File: src/sv/rxdr_pkg.sv
// Shared types, constants and helpers for the receive descriptor-ring engine.
package rxdr_pkg;

	localparam int MAX_PACKET  = 8192;
	localparam int DESC_STRIDE = 8;
	localparam int LEN_W       = 13;
	localparam int POS_W       = 14;
	localparam int MAX_RES     = 4;

	localparam logic [31:0] OWN_BIT  = 32'h8000_0000;
	localparam logic [31:0] WRAP_BIT = 32'h4000_0000;
	localparam logic [31:0] CONT_BIT = 32'h0800_0000;

	localparam logic [1:0] FN_ARRIVE = 2'd0;
	localparam logic [1:0] FN_DESC   = 2'd1;
	localparam logic [1:0] FN_STATUS = 2'd2;

	localparam logic REG_RING_BASE = 1'b0;
	localparam logic REG_CRC_FOUR  = 1'b1;

	typedef enum logic [1:0] {
		PH_IDLE   = 2'd0,
		PH_DESC   = 2'd1,
		PH_STATUS = 2'd2
	} phase_t;

	typedef enum logic [2:0] {
		OP_READ_DESC   = 3'd0,
		OP_READ_STATUS = 3'd1,
		OP_COPY        = 3'd2,
		OP_WRITE_STAT  = 3'd3,
		OP_IRQ         = 3'd4
	} op_t;

	typedef struct packed {
		logic [1:0]  func;
		logic [15:0] packet_length;
		logic [31:0] descriptor_status;
		logic [31:0] descriptor_buffer;
	} item_t;

	typedef struct packed {
		op_t              op;
		logic [31:0]      address;
		logic [LEN_W-1:0] copy_length;
		logic [POS_W-1:0] packet_offset;
		logic [31:0]      status_value;
		logic             last;
	} res_t;

	typedef struct packed {
		logic [31:0]      cur_desc;
		logic [31:0]      first_desc;
		logic [31:0]      first_stat;
		logic [31:0]      next_desc;
		logic [POS_W-1:0] rem;
		logic [POS_W-1:0] pos;
		logic [LEN_W-1:0] chunk;
		logic             on_first;
		phase_t           phase;
	} state_t;

	function automatic res_t mk_res(op_t op, logic [31:0] addr, logic [LEN_W-1:0] len,
			logic [POS_W-1:0] off, logic [31:0] val);
		res_t r;
		r.op            = op;
		r.address       = addr;
		r.copy_length   = len;
		r.packet_offset = off;
		r.status_value  = val;
		r.last          = 1'b0;
		return r;
	endfunction

endpackage

File: src/sv/rxdr_step.sv
// One step of the ring walk: next state and up to four memory commands for one beat.
module rxdr_step (
	input  rxdr_pkg::state_t                   st,
	input  rxdr_pkg::item_t                    it,
	input  logic [31:0]                        ring_base,
	input  logic                               crc_four,
	output rxdr_pkg::state_t                   nst,
	output rxdr_pkg::res_t [rxdr_pkg::MAX_RES-1:0] res,
	output logic [2:0]                         cnt
);
	import rxdr_pkg::*;

	logic [2:0]       k;
	logic             go;
	logic             own;
	logic [LEN_W-1:0] len;
	logic [LEN_W-1:0] cp;
	logic [POS_W-1:0] new_rem;
	logic [31:0]      nxt;
	logic [31:0]      v;

	always_comb begin
		nst     = st;
		k       = 3'd0;
		go      = 1'b0;
		own     = (it.descriptor_status & OWN_BIT) != 32'd0;
		len     = it.descriptor_status[LEN_W-1:0];
		cp      = ({1'b0, len} < st.rem) ? len : st.rem[LEN_W-1:0];
		new_rem = st.rem - {1'b0, cp};
		nxt     = ((it.descriptor_status & WRAP_BIT) != 32'd0) ? ring_base
			: st.cur_desc + 32'(DESC_STRIDE);
		v       = 32'd0;
		for (int i = 0; i < MAX_RES; i++) begin
			res[i] = mk_res(OP_READ_DESC, 32'd0, '0, '0, 32'd0);
		end

		if (it.func == FN_ARRIVE && st.phase == PH_IDLE) begin
			if (ring_base != 32'd0) begin
				nst.rem      = (it.packet_length > 16'(MAX_PACKET)) ? POS_W'(MAX_PACKET)
					: it.packet_length[POS_W-1:0];
				nst.pos      = '0;
				nst.on_first = 1'b1;
				nst.phase    = PH_DESC;
				res[k[1:0]]  = mk_res(OP_READ_DESC, st.cur_desc, '0, '0, 32'd0);
				k            = k + 3'd1;
			end
		end else if (it.func == FN_DESC && st.phase == PH_DESC) begin
			go = 1'b1;
			if (st.on_first) begin
				if (!own) begin
					nst.phase = PH_IDLE;
					go        = 1'b0;
				end else begin
					nst.first_desc = st.cur_desc;
					nst.first_stat = it.descriptor_status;
					if (st.rem == '0) begin
						// Empty packet: hand the first descriptor back untouched.
						res[k[1:0]] = mk_res(OP_WRITE_STAT, st.cur_desc, '0, '0,
							it.descriptor_status);
						k           = k + 3'd1;
						res[k[1:0]] = mk_res(OP_IRQ, 32'd0, '0, '0, 32'd0);
						k           = k + 3'd1;
						nst.phase   = PH_IDLE;
						go          = 1'b0;
					end
				end
			end
			if (go) begin
				res[k[1:0]] = mk_res(OP_COPY, it.descriptor_buffer, cp, st.pos, 32'd0);
				k           = k + 3'd1;
				nst.pos     = st.pos + {1'b0, cp};
				nst.rem     = new_rem;
				if (new_rem == '0) begin
					v = 32'(cp) + (crc_four ? 32'd4 : 32'd2);
					if (st.on_first) begin
						nst.first_stat = v;
					end else begin
						res[k[1:0]] = mk_res(OP_WRITE_STAT, st.cur_desc, '0, '0, v);
						k           = k + 3'd1;
					end
					nst.cur_desc = nxt;
					res[k[1:0]]  = mk_res(OP_WRITE_STAT, nst.first_desc, '0, '0,
						nst.first_stat);
					k            = k + 3'd1;
					res[k[1:0]]  = mk_res(OP_IRQ, 32'd0, '0, '0, 32'd0);
					k            = k + 3'd1;
					nst.phase    = PH_IDLE;
				end else begin
					nst.chunk     = cp;
					nst.next_desc = nxt;
					nst.phase     = PH_STATUS;
					res[k[1:0]]   = mk_res(OP_READ_STATUS, nxt, '0, '0, 32'd0);
					k             = k + 3'd1;
				end
			end
		end else if (it.func == FN_STATUS && st.phase == PH_STATUS) begin
			v = (own ? CONT_BIT : 32'd0) | 32'(st.chunk);
			if (st.on_first) begin
				nst.first_stat = v;
			end else begin
				res[k[1:0]] = mk_res(OP_WRITE_STAT, st.cur_desc, '0, '0, v);
				k           = k + 3'd1;
			end
			nst.cur_desc = st.next_desc;
			if (own) begin
				nst.on_first = 1'b0;
				nst.phase    = PH_DESC;
				res[k[1:0]]  = mk_res(OP_READ_DESC, st.next_desc, '0, '0, 32'd0);
				k            = k + 3'd1;
			end else begin
				// Next buffer not ours: the rest of the packet is dropped.
				res[k[1:0]] = mk_res(OP_WRITE_STAT, nst.first_desc, '0, '0,
					nst.first_stat);
				k           = k + 3'd1;
				res[k[1:0]] = mk_res(OP_IRQ, 32'd0, '0, '0, 32'd0);
				k           = k + 3'd1;
				nst.phase   = PH_IDLE;
			end
		end

		for (int i = 0; i < MAX_RES; i++) begin
			res[i].last = (k != 3'd0) && (3'(i) == k - 3'd1);
		end
		cnt = k;
	end

endmodule

File: src/sv/rx_descriptor_ring_engine.sv
// Receive descriptor-ring engine: walks a DMA ring and issues memory commands per packet.
//
// The slave stream carries packet arrivals (tuser = 0) and the memory responses
// to earlier commands: full descriptors (tuser = 1) and status words (tuser = 2).
// The master stream carries memory commands, kind in tuser: read descriptor, read
// status word, copy data, write status, interrupt. tlast marks the final command
// caused by one input beat; a beat may cause none.
// The cfg port writes ring_base (index 0; zero disables receive and a write also
// reloads the current descriptor pointer) and crc_four (index 1).
// A beat is held in an input register and, once the bank is free, processed into
// a bank of up to four result registers, whose head command is shown to the master.
// The bank drains one command per cycle while the master is ready; a beat causes
// up to four commands, and the next beat is processed in the cycle the bank's last
// command leaves. A stalled master holds the bank and,
// once the input register is full, the slave side.
// Reset returns the walk state to idle and clears both config registers, so receive starts disabled.
module rx_descriptor_ring_engine (
	input  logic        clk,
	input  logic        arst_n,
	input  logic        s_axis_tvalid,
	output logic        s_axis_tready,
	input  logic [79:0] s_axis_tdata,  // packet_length, descriptor_status, descriptor_buffer
	input  logic [1:0]  s_axis_tuser,  // func
	output logic        m_axis_tvalid,
	input  logic        m_axis_tready,
	output logic [95:0] m_axis_tdata,  // address, copy_length, packet_offset, status_value, pad
	output logic [2:0]  m_axis_tuser,  // op
	output logic        m_axis_tlast,
	input  logic        cfg_we,
	input  logic        cfg_index,
	input  logic [31:0] cfg_data
);
	import rxdr_pkg::*;

	logic                   s1_valid;
	item_t                  item_s1;
	logic [31:0]            ring_base_q;
	logic                   crc_four_q;
	state_t                 st_q;
	state_t                 st_next;
	res_t [MAX_RES-1:0]     res_q;
	res_t [MAX_RES-1:0]     res_next;
	logic [2:0]             cnt_q;
	logic [2:0]             cnt_next;
	logic                   take;
	logic                   bank_free;
	logic                   proc;

	assign take          = m_axis_tvalid && m_axis_tready;
	assign bank_free     = (cnt_q == 3'd0) || (cnt_q == 3'd1 && m_axis_tready);
	assign proc          = s1_valid && bank_free;
	assign s_axis_tready = !s1_valid || proc;

	rxdr_step u_step (
		.st        (st_q),
		.it        (item_s1),
		.ring_base (ring_base_q),
		.crc_four  (crc_four_q),
		.nst       (st_next),
		.res       (res_next),
		.cnt       (cnt_next)
	);

	always_ff @(posedge clk or negedge arst_n) begin
		if (!arst_n) begin
			s1_valid <= 1'b0;
		end else if (s_axis_tready) begin
			s1_valid <= s_axis_tvalid;
		end
	end

	always_ff @(posedge clk) begin
		if (s_axis_tvalid && s_axis_tready) begin
			item_s1.func              <= s_axis_tuser;
			item_s1.packet_length     <= s_axis_tdata[15:0];
			item_s1.descriptor_status <= s_axis_tdata[47:16];
			item_s1.descriptor_buffer <= s_axis_tdata[79:48];
		end
	end

	always_ff @(posedge clk or negedge arst_n) begin
		if (!arst_n) begin
			ring_base_q      <= 32'd0;
			crc_four_q       <= 1'b0;
			st_q.cur_desc    <= 32'd0;
			st_q.first_desc  <= 32'd0;
			st_q.first_stat  <= 32'd0;
			st_q.next_desc   <= 32'd0;
			st_q.rem         <= '0;
			st_q.pos         <= '0;
			st_q.chunk       <= '0;
			st_q.on_first    <= 1'b1;
			st_q.phase       <= PH_IDLE;
		end else begin
			if (proc) begin
				st_q <= st_next;
			end
			if (cfg_we) begin
				case (cfg_index)
					REG_RING_BASE: begin
						ring_base_q   <= cfg_data;
						st_q.cur_desc <= cfg_data;
					end
					REG_CRC_FOUR: begin
						crc_four_q <= cfg_data[0];
					end
					default: begin
					end
				endcase
			end
		end
	end

	always_ff @(posedge clk or negedge arst_n) begin
		if (!arst_n) begin
			cnt_q <= 3'd0;
		end else if (proc) begin
			cnt_q <= cnt_next;
		end else if (take) begin
			cnt_q <= cnt_q - 3'd1;
		end
	end

	// The head of the bank is always the command on the master side.
	always_ff @(posedge clk) begin
		if (proc) begin
			res_q <= res_next;
		end else if (take) begin
			for (int i = 0; i < MAX_RES - 1; i++) begin
				res_q[i] <= res_q[i+1];
			end
		end
	end

	assign m_axis_tvalid = cnt_q != 3'd0;
	assign m_axis_tuser  = res_q[0].op;
	assign m_axis_tlast  = res_q[0].last;
	assign m_axis_tdata  = {5'd0, res_q[0].status_value, res_q[0].packet_offset,
		res_q[0].copy_length, res_q[0].address};

	a_cnt_range: assert property (@(posedge clk) disable iff (!arst_n)
		cnt_q <= 3'(MAX_RES))
		else $error("result bank holds more than four commands");

	a_last_at_end: assert property (@(posedge clk) disable iff (!arst_n)
		(cnt_q != 3'd0) |-> (res_q[0].last == (cnt_q == 3'd1)))
		else $error("tlast does not match the end of the command group");

	a_accept_loads: assert property (@(posedge clk) disable iff (!arst_n)
		(s_axis_tvalid && s_axis_tready) |=> s1_valid)
		else $error("accepted beat lost from the input register");

	a_idle_after_irq: assert property (@(posedge clk) disable iff (!arst_n)
		(proc && cnt_next != 3'd0 && res_next[cnt_next[1:0] - 2'd1].op == OP_IRQ)
		|=> (st_q.phase == PH_IDLE))
		else $error("walk still active after an interrupt");

endmodule
File: config.mk
export PLATFORM = sky130hd
export DESIGN_NAME = rx_descriptor_ring_engine
export DESIGN_NICKNAME = d
export VERILOG_FILES = /design/src/sv/rxdr_pkg.sv /design/src/sv/rxdr_step.sv /design/src/sv/rx_descriptor_ring_engine.sv
export SDC_FILE = /design/constraint.sdc
export NUM_CORES = 1
export LEC_CHECK = 0
export BUFFER_PORTS_ARGS = -buffer_cell sky130_fd_sc_hd__buf_2
export CORE_ASPECT_RATIO = 1.25
export CORE_UTILIZATION = 45
export DETAILED_ROUTE_END_ITERATION = 8
export SLEW_MARGIN = 30
export SYNTH_ARGS = -nofsm -noshare
export SYNTH_HDL_FRONTEND = slang
export SYNTH_SLANG_ARGS = --single-unit
File: constraint.sdc
create_clock -name clk -period 8.1 [get_ports clk]
set_input_delay 1.62 -clock clk [delete_from_list [all_inputs] [get_ports clk]]
set_output_delay 1.62 -clock clk [all_outputs]
set_load 0.05 [all_outputs]
### Word level (Yosys, flattened, before mapping)

Index checks and enable logic that the tools add are counted.

* muxes and demuxes: 119
* equal/unequal tests: 12
* reductions and logical operators: 44
* add/sub/neg operators: 12
* bitwise operators: 10
* $lt $le $gt $ge: 14

Operator list (number)
* 380-bit 2-to-1 mux: 10
* 380-bit bitwise mux: 6
* 95-bit demux with 2-bit select: 6
* 190-bit 2-to-1 mux: 6
* 95-bit 2-to-1 mux: 10
* 376-bit AND: 2
* 376-bit NOT: 2
* 32-bit 2-to-1 mux: 21
* 285-bit 2-to-1 mux: 2
* 64-bit 2-to-1 mux: 4
* 172-bit 2-to-1 mux: 1
* 128-bit 2-to-1 mux: 1
* 105-bit 2-to-1 mux: 1
* 94-bit 2-to-1 mux: 1
* 92-bit 2-to-1 mux: 1
* 28-bit 2-to-1 mux: 3
* 73-bit 2-to-1 mux: 1
* 3-bit 2-to-1 mux: 24
* 13-bit 2-to-1 mux: 3
* 13-bit by 32-bit adder with 32-bit output: 1
* 32-bit by 4-bit adder with 32-bit output (second input constant): 1
* 32-bit by 13-bit bitwise OR with 32-bit output: 1
* 32-bit nonzero test: 1
* 14-bit zero test: 2
* 33 further kinds: 100

* output and inout bits: 102
* flip-flop bits (word level): 671
* bits of input ports: 120

### Logic depth before layout (Yosys ltp)

Gate-level depths: netlist (run 1).

* word-level depth: 25
* gate-level depth with buffers: 28
* mapped depth without buffers: 21

### Modules after synthesis

A second synthesis (run 1) with hierarchy kept.

* cells, all modules: 4023
* area total of the unflattened synthesis: 36866.6 um^2

Modules (own cells, without submodules)
* rx_descriptor_ring_engine: cells an instance 2381, area each 26558.0 um^2, instances 1, sequential area each 19104.6 um^2
* rxdr_step: cells an instance 1642, area each 10308.6 um^2, instances 1, sequential area each 0.0 um^2

### Worst setup path before layout (run 1)

No wires, ideal clock.

* kind: register -> register
* start point: reg item_s1[40] (netlist name)
* end point: reg res_q (netlist bit m_axis_tdata[70]) (data pin)
* period minus slack after synthesis: 6359 ps
* cell stages (with the launch flop): 25
* path slack: 1741 ps
* data arrival time: 6097 ps
* required time: 7838 ps
* buffers on the path: 5
* path through: edfxtp_1 > ha_1 > o2111ai_1 > a2111oi_0 > o31a_1 > clkbuf_1 > buf_1 > buf_1 > mux2i_1 > inv_1 > ha_1 > inv_1 > fa_1 > a21o_1 > a221oi_2 > xnor2_1 > o2111ai_1 > or3_1 > or4b_1 > buf_2 > nor4_4 > nor3_1 > buf_2 > a222oi_1 > inv_1

* longest elaborated chain between the ends: 16
* elaborated cells between the ends (all ways): 23

Ends and longest elaborated chain
* from (decl): RTL line rx_descriptor_ring_engine.sv:36 `item_t item_s1;`
* 13-bit by 14-bit less-than comparator with 1-bit output (*): RTL line rxdr_step.sv:28 `cp = ({1'b0, len} < st.rem) ? len : st.rem[LEN_W-1:0];`
* 13-bit 2-to-1 mux (*): RTL line rxdr_step.sv:28
* net u_step.cp[0]: RTL line rxdr_step.sv:17 `logic [LEN_W-1:0] cp;`
* 13-bit by 32-bit adder with 32-bit output: RTL line rxdr_step.sv:74 `v = 32'(cp) + (crc_four ? 32'd4 : 32'd2);`
* 380-bit bitwise mux: RTL line rxdr_step.sv:78 `res[k[1:0]] = mk_res(OP_WRITE_STAT, st.cur_desc, '0, '0, v);`
* 380-bit 2-to-1 mux: RTL line rxdr_step.sv:75 `if (st.on_first) begin`
* 380-bit 2-to-1 mux: RTL line rxdr_step.sv:73 `if (new_rem == '0) begin`
* 380-bit 2-to-1 mux: RTL line rxdr_step.sv:68 `if (go) begin`
* 380-bit 2-to-1 mux: RTL line rxdr_step.sv:47 `end else if (it.func == FN_DESC && st.phase == PH_DESC) begin`
* 380-bit 2-to-1 mux: RTL line rxdr_step.sv:37 `if (it.func == FN_ARRIVE && st.phase == PH_IDLE) begin`
* 380-bit bitwise mux: RTL line rxdr_step.sv:82 `res[k[1:0]] = mk_res(OP_WRITE_STAT, nst.first_desc, '0, '0,`
* 376-bit AND (no source line)
* 380-bit 2-to-1 mux (*): RTL line rxdr_step.sv:73
* 380-bit 2-to-1 mux (*): RTL line rxdr_step.sv:68
* 380-bit 2-to-1 mux (*): RTL line rxdr_step.sv:47
* 95-bit 2-to-1 mux (*): RTL line rxdr_step.sv:37
* 285-bit 2-to-1 mux (*): RTL line rx_descriptor_ring_engine.sv:126 `if (proc) begin`
* to (signal assigned): RTL line rx_descriptor_ring_engine.sv:127 `res_q <= res_next;`
* to (signal, indexed assignment): RTL line rx_descriptor_ring_engine.sv:130 `res_q[i] <= res_q[i+1];`
* to (decl): RTL line rx_descriptor_ring_engine.sv:41 `res_t [MAX_RES-1:0] res_q;`

The timed path passes the listed nets; every way through them passes the cells marked *. The select of a mux whose other input is x is not followed.
A chain may end at the register's enable or synchronous reset.

### Final worst setup path (run 1)

* start point: reg item_s1[40] (netlist name)
* end point: reg st_q[88] (netlist name)

* longest elaborated chain between the ends: 11
* elaborated cells between the ends (all ways): 13

Ends and longest elaborated chain
* 13-bit by 14-bit less-than comparator with 1-bit output (*): RTL line rxdr_step.sv:28
* 13-bit 2-to-1 mux (*): RTL line rxdr_step.sv:28
* net u_step.cp[0]: RTL line rxdr_step.sv:17
* 13-bit by 32-bit adder with 32-bit output: RTL line rxdr_step.sv:74
* 32-bit 2-to-1 mux: RTL line rxdr_step.sv:75
* 32-bit 2-to-1 mux: RTL line rxdr_step.sv:73
* 32-bit 2-to-1 mux: RTL line rxdr_step.sv:68
* 32-bit 2-to-1 mux: RTL line rxdr_step.sv:47
* 32-bit 2-to-1 mux: RTL line rxdr_step.sv:37
* 32-bit 2-to-1 mux (*): RTL line rxdr_step.sv:73
* 105-bit 2-to-1 mux (*): RTL line rxdr_step.sv:68
* 32-bit 2-to-1 mux (*): RTL line rxdr_step.sv:47
* to (signal assigned): RTL line rx_descriptor_ring_engine.sv:96 `st_q <= st_next;`
* to (decl): RTL line rx_descriptor_ring_engine.sv:39 `state_t st_q;`

Marked as above.

==> results of run 1 <==
-- cell usage after synthesis, types with 19 or more instances --
| master | instances | area (µm²) |
|---|---|---|
| a222oi_1 | 20 | 200.2 |
| xnor2_1 | 30 | 262.8 |
| buf_1 | 19 | 71.32 |
| a21oi_1 | 142 | 710.7 |
| nor3_1 | 26 | 130.1 |
| o21ai_0 | 223 | 1116 |
| a22oi_1 | 87 | 653.1 |
| nor4_1 | 20 | 125.1 |
| inv_1 | 65 | 244.0 |
| nor2_1 | 193 | 724.4 |
| a22o_1 | 88 | 770.7 |
| o21ai_1 | 25 | 125.1 |
| o22ai_1 | 37 | 231.5 |
| clkbuf_1 | 159 | 596.8 |
| mux2_2 | 34 | 382.9 |
| a31oi_1 | 21 | 131.4 |
| ha_1 | 48 | 600.6 |
| nand2_1 | 393 | 1475 |
| mux2i_1 | 66 | 660.6 |
| a211oi_1 | 31 | 232.7 |
| dfrtp_1 | 208 | 5205 |
| o211ai_1 | 20 | 150.1 |
| xor2_1 | 24 | 210.2 |
| nand3_1 | 49 | 245.2 |
| and2_1 | 30 | 187.7 |
| buf_4 | 100 | 750.7 |
| edfxtp_1 | 435 | 13060 |
-- power by group --
group / total (µW) / switching (µW) / internal, µW
logic: 5990 / 4140 / 1860
clock network: 3100 / 1380 / 1720
registers: 6050 / 800 / 5250
-- routing by layer --
metal | vias up | share of wire, % | GRT usage, %
li1 | 10370 | - | -
met1 | 11430 | 41 | 34.17
met2 | 966 | 50 | 46.00
met3 | 173 | 5.9 | 3.241
met4 | 2 | 3.1 | 10.18
met5 | - | 0.014 | 0
-- cell type report --
cell class,instances,share of cell area [%]
inverters,66,0.7301
clock inverters,37,1.037
flip-flops and latches,644,52.85
multi-input cells,1881,32.54
clock buffers,89,5.201
repair buffers,276,4.489
well taps,872,3.152
-- sequential cells by signal, summed over array words and instances, names as in the netlist --
signal,cells
cnt_q,3
crc_four_q,1
item_s1,82
m_axis_tdata,91
m_axis_tlast,1
m_axis_tuser,3
res_q,258
ring_base_q,32
s1_valid,1
st_q,172
-- stage by stage --
step | power [µW] | setup WS, ps | util (%)
floorplan | 10530 | 1741 | -
global placement | 11950 | 1244 | 47.71
detailed placement | 12090 | 1000 | 47.71
CTS | 15230 | 966.7 | 50.89
global route | 15990 | 662.0 | 50.90
finish | 15140 | 957.6 | 50.90
-- critical path: cells and delay by family (launching register included) --
family	cells	cell delay, ps
muxes	1	270
and+or+nand+nor	3	1720
DFF	1	520
xor gates and xnor gates	1	210
adders and majority gates	3	970
AOI/OAI and AO/OA	9	3140
buffers and inverters	2	190
-- path summary, 6_finish.rpt --
check,startpoint,endpoint,slack [ps],cells past startpoint
min reg2reg,res_q[140],m_axis_tdata[57],510,2
max,item_s1[40],st_q[88],960,19
min,res_q[140],m_axis_tdata[57],510,2
max in group asynchronous,arst_n,st_q[59],5530,2
min in group asynchronous,arst_n,st_q[118],970,1
max reg2reg,item_s1[40],st_q[88],960,19
-- cells by family after synthesis --
logic type	Yosys count	share of synthesized area, %
AOI/OAI and AO/OA	787	16.63
muxes	100	3.379
buffers and inverters	362	5.769
xor gates and xnor gates	54	1.531
DFF	644	59.23
other	1	0.01214
adders and majority gates	51	2.139
and+or+nand+nor	791	11.31
==> results.md, run 1 <==
* Most frequent cells in the layout: 435 x edfxtp_1, 389 x nand2_1, 223 x o21ai_0
* Data arrival, critical path at 7650 ps
* Placed Cells at 3739
* CP Capture Type: flop
* First-pass GRT wire length at 141.1 mm
* Outcome: complete, no violations
* DR vias at 22.95k
* GRT Residual Overflow at 0
* Top Ports at 222
* Post-route cell area at 34620 µm²
* Yosys reg bits at 644
* Core area at 68010 µm²
* Number of port buffers at 216
* DR pass1 iterations at 8
* CTS max path bufs at 3
* Critical path data required time at 8610 ps
* Slew HR at 32.68%
* Mean Syn Cell Area at 11.07 µm²
* Largest net degree at the start of global routing at 157
* Worst vdd ir at 0.2597 mV
* Seq/Total Area, Yosys at 59.23%
* Die height at 294.9 µm
* Number of synthesized flops with an enable pin at 435
* Final Max Slew Viols at 0
* Final Hold Fails at 0
* Most common cell after layout, fill and taps aside: edfxtp_1
* Clock period minus worst slack at 7142 ps
* Storage cell area at 18290 µm²
* DRC errors left at 0
* Die Span X at 236.3 µm
* Worst-Skew Late Latency at 620 ps
* CTS tree: yes
* Worst-Margin Slew at 1010 ps
* Startpoint types: flop
* Initial DRC count at 2380
* Initial Util at 45.41%
* YS warnings at 0
* Crit share post-route at 88.18%
* Synth Instances at 2790
* Setup Buffers After CTS at 0
* Slowest-stage cell, CP: o21ai_0
* Mapped cell area at 30890 µm²
* Worst path cell trace: ha_1, o2111ai_1, a2111oi_0, o31a_1, mux2i_1, inv_1, ha_1, inv_1, fa_1, a21o_1, a221oi_2, xnor2_1, o2111ai_1, or3_1, or4b_2, or2_1, o21ai_0, a21oi_1, o221a_2
* Clock slew at the register clock pins of the worst setup and hold paths at 60 ps
* Synth unique cells at 78
* Max Cap Viol at 0
* # setup viols final at 0
* TritonCTS Buffers at 68
* ANT cells at 0
* Via density at 5.937
* Leak at 0.01406 µW
* Area of the multi-input gates at 11260 µm²
* Non-Filler Instances at 3865
* Gr usage total at 26.62%
* Final GP Congestion at 0.8826
* WL/cell at 24.04 µm
* FMAX at 0.1400 GHz
* CTS Hold Buffers Added at 0
* Vias in the first global route at 22.90k
* WHS at 505.9 ps
* Most used DFF post-synth: edfxtp_1
* # rows at 107
* Initial antenna violation count at 1
* Setup Skew at 18.54 ps
* Setup TNS at 0 ps
* Worst Hold Class: reg -> reg
* CTS resizes at 0
* Num Clock Sinks at 644
* HPWL after detailed placement at 59.43 mm
* DIE AREA at 69690 µm²
* Max incr delay on CP at 790 ps
* Worst Path Class, Setup: reg -> reg
* Area delta synth->final at 12.08%
* Ys async rst share at 32.45%
* Antenna Nets Post-Route at 0
* CP Max Fanout at 18
* Share of cells above drive strength 1 at 14.83%
* Power per cell area at 437.3 nW/µm²
* RSZ-0062 raised after global routing: false
* # fillers at 6162
* Layout Nets at 3108
* Clk Tree Root Cell: clkbuf_16
* Placement Cell Area at 32450 µm²
* Htree depth at 3
* WL final at 92.92 mm
(Power assumes the default switching activity.)
==> run 2, diff against run 1 <==
--- a/config.mk
+++ b/config.mk
@@ -9,7 +9,7 @@
 export CORE_ASPECT_RATIO = 1.25
 export CORE_UTILIZATION = 45
 export DETAILED_ROUTE_END_ITERATION = 8
-export SLEW_MARGIN = 30
+export REMOVE_ABC_BUFFERS = 1
 export SYNTH_ARGS = -nofsm -noshare
 export SYNTH_HDL_FRONTEND = slang
 export SYNTH_SLANG_ARGS = --single-unit
==> results.md, run 2 (synthesis gave the netlist of run 1 again) <==
* DIE AREA at 69690 µm² (unchanged)
* Critical path data required time at 8590 ps (was 8610 ps)
* Initial antenna violation count at 2 (was 1)
* Worst vdd ir at 0.3054 mV (was 0.2597 mV)
* Final Max Slew Viols at 0 (unchanged)
* Worst path buffer plus inverter count at 3 (was 2)
* Comb pwr share at 39.3% (was 39.6%)
* FMAX at 0.1479 GHz (was 0.1400 GHz)
* Final WS setup at 1338 ps (was 957.6 ps)
* Htree depth at 3 (unchanged)
* Initial Util at 45.41% (unchanged)
* Clk Tree Root Cell: clkbuf_16 (unchanged)
* CTS resizes at 0 (unchanged)
* Number of port buffers at 216 (unchanged)
* Slowest-stage cell, CP: or4b_2 (was o21ai_0)
* Data arrival, critical path at 7250 ps (was 7650 ps)
* WL final at 91.46 mm (was 92.92 mm)
* Area delta synth->final at 12.46% (was 12.08%)
* Worst path cell trace: inv_1, ha_1, o2111ai_1, a2111oi_0, o31a_1, mux2i_1, ha_1, and3_1, a221oi_2, xnor2_1, o2111ai_1, or3_1, or4b_2, or2_1, nand2_2, buf_4, buf_4, o21ai_0 (was ha_1, o2111ai_1, a2111oi_0, o31a_1, mux2i_1, inv_1, ha_1, inv_1, fa_1, a21o_1, a221oi_2, xnor2_1, o2111ai_1, or3_1, or4b_2, or2_1, o21ai_0, a21oi_1, o221a_2)
* Sw Ratio at 41.04% (was 41.69%)
* Area of the multi-input gates at 11260 µm² (unchanged)
* Gr usage total at 26.19% (was 26.62%)
* Largest net degree at the start of global routing at 178 (was 157)
* Core area at 68010 µm² (unchanged)
* Clock period minus worst slack at 6762 ps (was 7142 ps)
* Top Ports at 222 (unchanged)
* Outcome: complete, no violations (unchanged)
* CP delay by family, top: simple AND/OR/NAND/NOR gates (was compound AO/OA/AOI/OAI gates)
* Storage cell area at 18290 µm² (unchanged)
* Max FFs per register at 258 (unchanged)
* CP Max Fanout at 40 (was 18)
* CP Capture Type: flop (unchanged)
* Placement Cell Area at 32460 µm² (was 32450 µm²)
* Worst-Margin Slew at 1255 ps (was 1010 ps)
* Setup Skew at 31.97 ps (was 18.54 ps)
* Pre-CTS setup slack at 1431 ps (was 1000 ps)
* CTS tree: yes (unchanged)
* Num Clock Sinks at 644 (unchanged)
* Power share of the sequential group at 39.5% (was 39.9%)
* Most common cell after layout, fill and taps aside: edfxtp_1 (unchanged)
* # fillers at 6095 (was 6162)
* Max Cap Viol at 0 (unchanged)
* Post-route cell area at 34730 µm² (was 34620 µm²)
* DRC errors left at 0 (unchanged)
* First-pass GRT wire length at 139.4 mm (was 141.1 mm)
* Die Span X at 236.3 µm (unchanged)
* # setup viols final at 0 (unchanged)
* Initial DRC count at 2472 (was 2380)
* WHS at 498.8 ps (was 505.9 ps)
* CTS max path bufs at 3 (unchanged)
* Via density at 5.964 (was 5.937)
* Power per cell area at 437.5 nW/µm² (was 437.3 nW/µm²)
* TritonCTS Buffers at 70 (was 68)
* Most frequent cells in the layout: 435 x edfxtp_1, 388 x nand2_1, 223 x o21ai_0 (was 435 x edfxtp_1, 389 x nand2_1, 223 x o21ai_0)
* CTS Hold Buffers Added at 0 (unchanged)
* Worst Path Class, Setup: reg -> reg (unchanged)
* Total chip power at 15200 µW (was 15140 µW)
* # rows at 107 (unchanged)
* Final GP Congestion at 0.8746 (was 0.8826)
* Worst Hold Class: reg -> reg (unchanged)
* ANT cells at 0 (unchanged)
* Final core utilization at 51.07% (was 50.90%)
* Crit share post-route at 83.48% (was 88.18%)
* Switch Pwr at 6236 µW (was 6311 µW)
* Startpoint types: flop (unchanged)
* Int Power at 8960 µW (was 8827 µW)
* Setup Buffers After CTS at 0 (unchanged)
* Slew HR at 16.32% (was 32.68%)
* WL/cell at 23.66 µm (was 24.04 µm)
* Final Hold Fails at 0 (unchanged)
* Leak at 0.01409 µW (was 0.01406 µW)
* Worst-Skew Late Latency at 630 ps (was 620 ps)
* RSZ-0062 raised after global routing: false (unchanged)
* Layout Nets at 3107 (was 3108)
* Die height at 294.9 µm (unchanged)
* Vias in the first global route at 22.94k (was 22.90k)
* HPWL after detailed placement at 56.48 mm (was 59.43 mm)
* DR pass1 iterations at 6 (was 8)
* Most flop-heavy register: res_q (unchanged)
* Antenna Nets Post-Route at 0 (unchanged)
* GRT Residual Overflow at 0 (unchanged)
* Clk pwr share at 21.2% (was 20.5%)
* DR vias at 23.05k (was 22.95k)
* Clock slew at the register clock pins of the worst setup and hold paths at 70 ps (was 60 ps)
* Share of cells above drive strength 1 at 14.67% (was 14.83%)
* Max incr delay on CP at 690 ps (was 790 ps)
-- run 2: cell types whose count changed in the layout (fill, tap and decap cells not counted), sizes merged --
cell and change:
clkbuf +6, inv -2, buf -3, clkinvlp +1, clkinv -2
-- run 2: per-layer routing --
metal	part of all wire, %	global-route usage, %
met1	40	33.15
met2	49	44.28
met3	6.1	3.643
met4	4.4	12.62
met5	0	0
-- run 2: layout make-up --
type	count	share of cell area [%]
repair buffers	273	4.481
inverters	66	0.7277
clock buffers	95	5.735
multi-input cells	1881	32.43
flip-flops and latches	644	52.67
well taps	872	3.141
clock inverters	34	0.8141
-- run 2: power by group through the flow --
| stage | Clock [µW] | Combinational, µW | Sequential (µW) |
|---|---|---|---|
| 5_1_grt | 3390 | 6500 | 6130 |
| 3_3_place_gp | 0 | 5850 | 6010 |
| 3_5_place_dp | 0 | 5960 | 6050 |
| 6_report | 3220 | 5980 | 6000 |
| 2_1_floorplan | 0 | 3430 | 6800 |
| 4_1_cts | 3280 | 5990 | 6000 |
-- run 2: metrics by stage --
stage               std cells  setup TNS, ps
floorplan                2591       -1127900
global placement         3736              0
detailed placement       3736              0
CTS                      3865              0
global route             3865              0
finish                   3865              0
-- run 2: path summary, 6_finish.rpt --
| path | to | slack, ps | depth (start not counted) | from |
|---|---|---|---|---|
| worst min register to register | m_axis_tdata[55] | 500 | 2 | res_q[138] |
| worst max-delay path | st_q[57] | 1340 | 18 | st_q[38] |
| min in group asynchronous | st_q[19] | 1000 | 1 | arst_n |
| worst min-delay path | m_axis_tdata[55] | 500 | 2 | res_q[138] |
| max in group asynchronous | st_q[135] | 5870 | 2 | arst_n |
| worst max register to register | st_q[57] | 1340 | 18 | st_q[38] |
-- run 2: worst reg2reg max path: cells and delay by family, from the launching register on --
family,cells,cell delay (ps)
and+or+nand+nor,5,2130
AOI/OAI and AO/OA,6,1570
buffers and inverters,3,870
adders and majority gates,2,750
muxes,1,670
DFF,1,470
xor gates and xnor gates,1,190
